**config.mk**
```make
export PLATFORM = sky130hd
export DESIGN_NAME = ffha_cell
export DESIGN_NICKNAME = d
export VERILOG_FILES = /design/src/hw/rtl/ffha_pkg.sv /design/src/hw/rtl/ffha_cell.sv
export SDC_FILE = /design/constraint.sdc
export NUM_CORES = 1
export LEC_CHECK = 0
export BUFFER_PORTS_ARGS = -buffer_cell sky130_fd_sc_hd__buf_2
export CAP_MARGIN = 20
export CORE_MARGIN = 4
export CORE_UTILIZATION = 48
export DETAILED_ROUTE_END_ITERATION = 10
export GPL_TIMING_DRIVEN = 0
export PLACE_DENSITY_LB_ADDON = 0.25
export SLEW_MARGIN = 20
export SYNTH_ARGS = -nofsm -noshare
export SYNTH_HDL_FRONTEND = slang
export SYNTH_SLANG_ARGS = --single-unit
```
**constraint.sdc**
```tcl
create_clock -name clk_i -period 1.89 [get_ports clk_i]
set_clock_uncertainty 0.2 [all_clocks]
set_input_delay 0.378 -clock clk_i [delete_from_list [all_inputs] [get_ports clk_i]]
set_output_delay 0.378 -clock clk_i [all_outputs]
set_load 0.005 [all_outputs]
```
**src/hw/rtl/ffha_pkg.sv**
```systemverilog
// Package for the first-fit heap allocator: widths, codes, cell types.
// No dependencies.
package ffha_pkg;
  localparam int unsigned MaxBlocks = 64;
  localparam int unsigned IdxBits   = $clog2(MaxBlocks);
  localparam int unsigned CntBits   = IdxBits + 1;
  localparam int unsigned AddrBits  = 20;
  localparam int unsigned SizeBits  = 21;

  localparam logic [1:0] RcOk       = 2'd0;
  localparam logic [1:0] RcNoHeap   = 2'd1;
  localparam logic [1:0] RcFull     = 2'd2;
  localparam logic [1:0] RcBadFree  = 2'd3;

  localparam logic [1:0] CfgHeader  = 2'd0;
  localparam logic [1:0] CfgChunk   = 2'd1;
  localparam logic [1:0] CfgLimit   = 2'd2;

  localparam logic CmdAlloc = 1'b0;
  localparam logic CmdFree  = 1'b1;

  typedef struct packed {
    logic [AddrBits-1:0] start;
    logic [SizeBits-1:0] size;
    logic                used;
  } blk_t;

  // Operation broadcast to all cells
  localparam logic [2:0] OpHold   = 3'd0;
  localparam logic [2:0] OpShUp   = 3'd1; // cell idx takes wdata, cells above take lower neighbour
  localparam logic [2:0] OpShDn   = 3'd2; // cell idx takes wdata, cells above take upper neighbour
  localparam logic [2:0] OpWrite  = 3'd3; // cell idx takes wdata

  typedef struct packed {
    logic [2:0]          op;
    logic [IdxBits-1:0]  idx;
    blk_t                wdata;
  } cell_ctl_t;
endpackage

```
**src/hw/rtl/ffha_cell.sv**
```systemverilog
// One table entry of the heap allocator; shifts with its neighbours.
// Depends on ffha_pkg.
module ffha_cell import ffha_pkg::*; (
  input  logic               clk_i,
  input  logic               rst_ni,
  input  logic [IdxBits-1:0] my_idx_i,
  input  cell_ctl_t          ctl_i,
  input  blk_t               lower_i,
  input  blk_t               upper_i,
  output blk_t               blk_o
);
  logic [AddrBits-1:0] start_q;
  logic [SizeBits-1:0] size_q;
  logic                used_q;
  blk_t blk_q, blk_d;

  assign blk_q = '{start: start_q, size: size_q, used: used_q};

  always_comb begin
    blk_d = blk_q;
    unique case (ctl_i.op)
      OpShUp: begin
        if (my_idx_i > ctl_i.idx) blk_d = lower_i;
        else if (my_idx_i == ctl_i.idx) blk_d = ctl_i.wdata;
      end
      OpShDn: begin
        if (my_idx_i > ctl_i.idx) blk_d = upper_i;
        else if (my_idx_i == ctl_i.idx) blk_d = ctl_i.wdata;
      end
      OpWrite: if (my_idx_i == ctl_i.idx) blk_d = ctl_i.wdata;
      default: blk_d = blk_q;
    endcase
  end

  always_ff @(posedge clk_i or negedge rst_ni) begin
    if (!rst_ni) begin
      used_q <= 1'b0;
    end else begin
      used_q <= blk_d.used;
    end
  end

  always_ff @(posedge clk_i) begin
    start_q <= blk_d.start;
    size_q  <= blk_d.size;
  end

  assign blk_o = blk_q;
endmodule

```
==> results.cfg <==
[power]
power.density_cell_area_mw_per_mm2 = 649.8
p_seq_frac = 0.401
power.switching_uw = 918.8
clkPwrFrac = 0.236
irDropWorstVdd_v = 0.0004743
p_sw_frac = 0.2989
power_frac_comb = 0.363
leakagePower_nw = 2.364
internal-power_mw = 2.155

[sta]
finalSetupViolations = 42
slew_violations = 0
max_freq_ghz = 0.4643
fin_crit_ps = 2154
hold_ws_ps = 144.8
worst_pin_slew_ps = 536.1
hold_viol_final = 0
finalCritPeriodShare = 1.140
tns_ps = -8872
max_slew_margin = 0.6422
setup_slack_ps = -263.9
rsz0062_at_grt = yes

[grt]
grt_pass1_wl_mm = 16.12
grt_max_degree = 24
grt_pass1_vias = 3354
grt-ovfl-total = 0
track_usage = 0.2640
antenna_found_initial = 0

[cells_and_area]
syn2layout_area_growth_pct = 51.54
fin_area_sq_mm = 0.004731
drive_above_1_share = 0.4866
n_antenna_cell = 0
nets = 670
final_cell_count_no_fill = 599
final_common_cell = buf_2
final_cell_mix = 176 x buf_2, 44 x nor2_1, 41 x nand3_1, 41 x a211o_1, 41 x edfxtp_1

[floorplan]
die_x_um = 88.65
num_rows = 29
start_util = 0.4916
io_pins = 185
die_h_um = 88.65
fp.coreArea_sq_mm = 0.006350
dieArea_sq_mm = 0.007858

[routing]
m1WireLength_mm = 4.111
dr_wl_met2_mm = 5.669
dr.pass1.iters = 5
drt_iter0_drc = 236
num_vias = 3499
routed-wl-met3_mm = 1.118
wirelength_mm = 11.04
drtAntennaViolNets = 0
route.top_layer_used = met4
drc = 0
vias_per_cell = 5.841
wire_per_inst_um = 18.43

[synthesis]
synth_seq_cells = 42
syn-cell-area_sq_mm = 0.003122
seq_area_frac_synth = 0.4024
synthCells = 316
syn_avg_cell_area_sq_um = 9.879
syn_nets = 465
yosys_warnings = 0
synth_cell_types = 31

[setup_path]
reg2reg_depth = 3
critPathRequiredTime_ps = 1740
critPathCaptureType = flip-flop
critPathMaxFanout = 7
path_class = in2reg
worstPathArrival_ps = 2000
cp-start-kind = input port

[clock_tree]
cts_tree = done
numCtsBuffers = 5
cts_root_buf = clkbuf_8
insertion_delay_ps = 290
cts.path.max_buffers = 2
cts_max_level = 2
clock-sinks = 42
cts.clk_slew.worst_paths_ps = 80

[run]
maxCapViolCount = 0

[worst_hold_path]
hold_path_class = in2reg
min_delay_path_depth = 2

[placed_design]
placedCellCount = 578
portBuffers = 184
dp_slack_ps = -712.3
dp_hpwl_mm = 7.708
place_congestion = 0.8432
post_dp_cell_area_sq_mm = 0.004252

[run_status]
status = finished, violations left
violations = negative setup slack
[kinds of logic (layout without fill, tap and decap cells)]
family                   count (synthesis)  count (layout)  share of synthesized area
AND/OR/NAND/NOR                         98             100                     0.1431
AO/OA/AOI/OAI                           91              91                     0.2248
flip-flops                              42              42                     0.4024
multiplexers                            41              41                     0.1315
buffers and inverters                   38             242                    0.07414
adder cells (fa/ha/maj)                  6               6                    0.02405
[power groups by stage]
stage	registers, mW	clock network, mW	logic [mW]
detailed placement	1.24	0	0.969
finish	1.23	0.726	1.12
global route	1.24	0.767	1.21
CTS	1.23	0.728	1.08
floorplan	1.25	0	0.556
global placement	1.24	0	0.928
[flip-flops by register name, summed over array words and instances (netlist names)]
signal	count
start_q	20
size_q	21
used_q	1
[final cells by class]
type,count,area (sq um)
multi-input combinational,238,1844
fill,503,1619
sequential,42,1256
timing repair buffer,196,1112
buffer,31,281.5
tap,77,96.34
clock buffer,7,76.32
inverter,7,33.78
clock inverter,1,30.03
[final timing paths]
kind | slack (ps) | end | from
setup / recovery | -260 | size_q[2] | ctl_i[43]
hold / removal | 140 | used_q | ctl_i[0]
setup reg to reg | 470 | start_q[18] | start_q[18]
hold reg to reg | 430 | used_q | used_q
max in group asynchronous | 1200 | used_q | rst_ni
min in group asynchronous | 200 | used_q | rst_ni
[cell usage after synthesis]
cell type,instances,area share
mux2i_1,41,0.13
ha_1,6,0.024
a311o_1,1,0.0032
a21oi_1,1,0.0016
buf_2,5,0.0080
inv_1,6,0.0072
buf_6,8,0.029
buf_1,3,0.0036
nor2_4,1,0.0036
nor2_1,45,0.054
o31ai_4,1,0.0068
nor2b_1,2,0.0040
a21o_1,1,0.0024
o31a_1,1,0.0028
o22ai_1,41,0.082
a31oi_1,1,0.0020
o21a_1,1,0.0024
clkbuf_1,9,0.011
and3_1,1,0.0020
o21a_4,1,0.0048
nand2_1,4,0.0048
nand3_1,42,0.067
a211o_1,41,0.12
nor3_1,1,0.0016
and4_4,1,0.0036
o21ai_0,1,0.0016
buf_4,6,0.014
clkinv_1,1,0.0012
edfxtp_1,41,0.39
nor4_1,1,0.0020
dfrtp_1,1,0.0080
[worst max-delay path, cell delays in order]
cell and delay [ps]:
buf_6 100, inv_4 50, ha_4 200, nor2b_4 120
o21a_4 210, o31ai_4 240, buf_6 190, nor2_4 80
buf_6 150, a211o_1 290
[through the flow]
step	total power, mW	utilization
after floorplan	1.804	-
after global placement	2.167	0.6652
after detailed placement	2.211	0.6696
after CTS	3.037	0.7259
after global routing	3.220	0.7450
final	3.074	0.7450
[metal layers]
metal	up-vias	global-route usage
li1	1648	-
met3	14	0.04842
met5	-	0
met2	204	0.4622
met4	0	0.07555
met1	1633	0.3314
[timing repair]
item / in CTS / in global routing
resized for setup: 43 / 21
endpoints found under the hold margin: 1 / 0
hold buffers: 1 / 0
endpoints found under the setup margin: 42 / 42
setup buffers: 5 / 1
pin swaps: 45 / 9
cloned: 6 / 0
No activity file was read; power rests on OpenSTA's default activity.
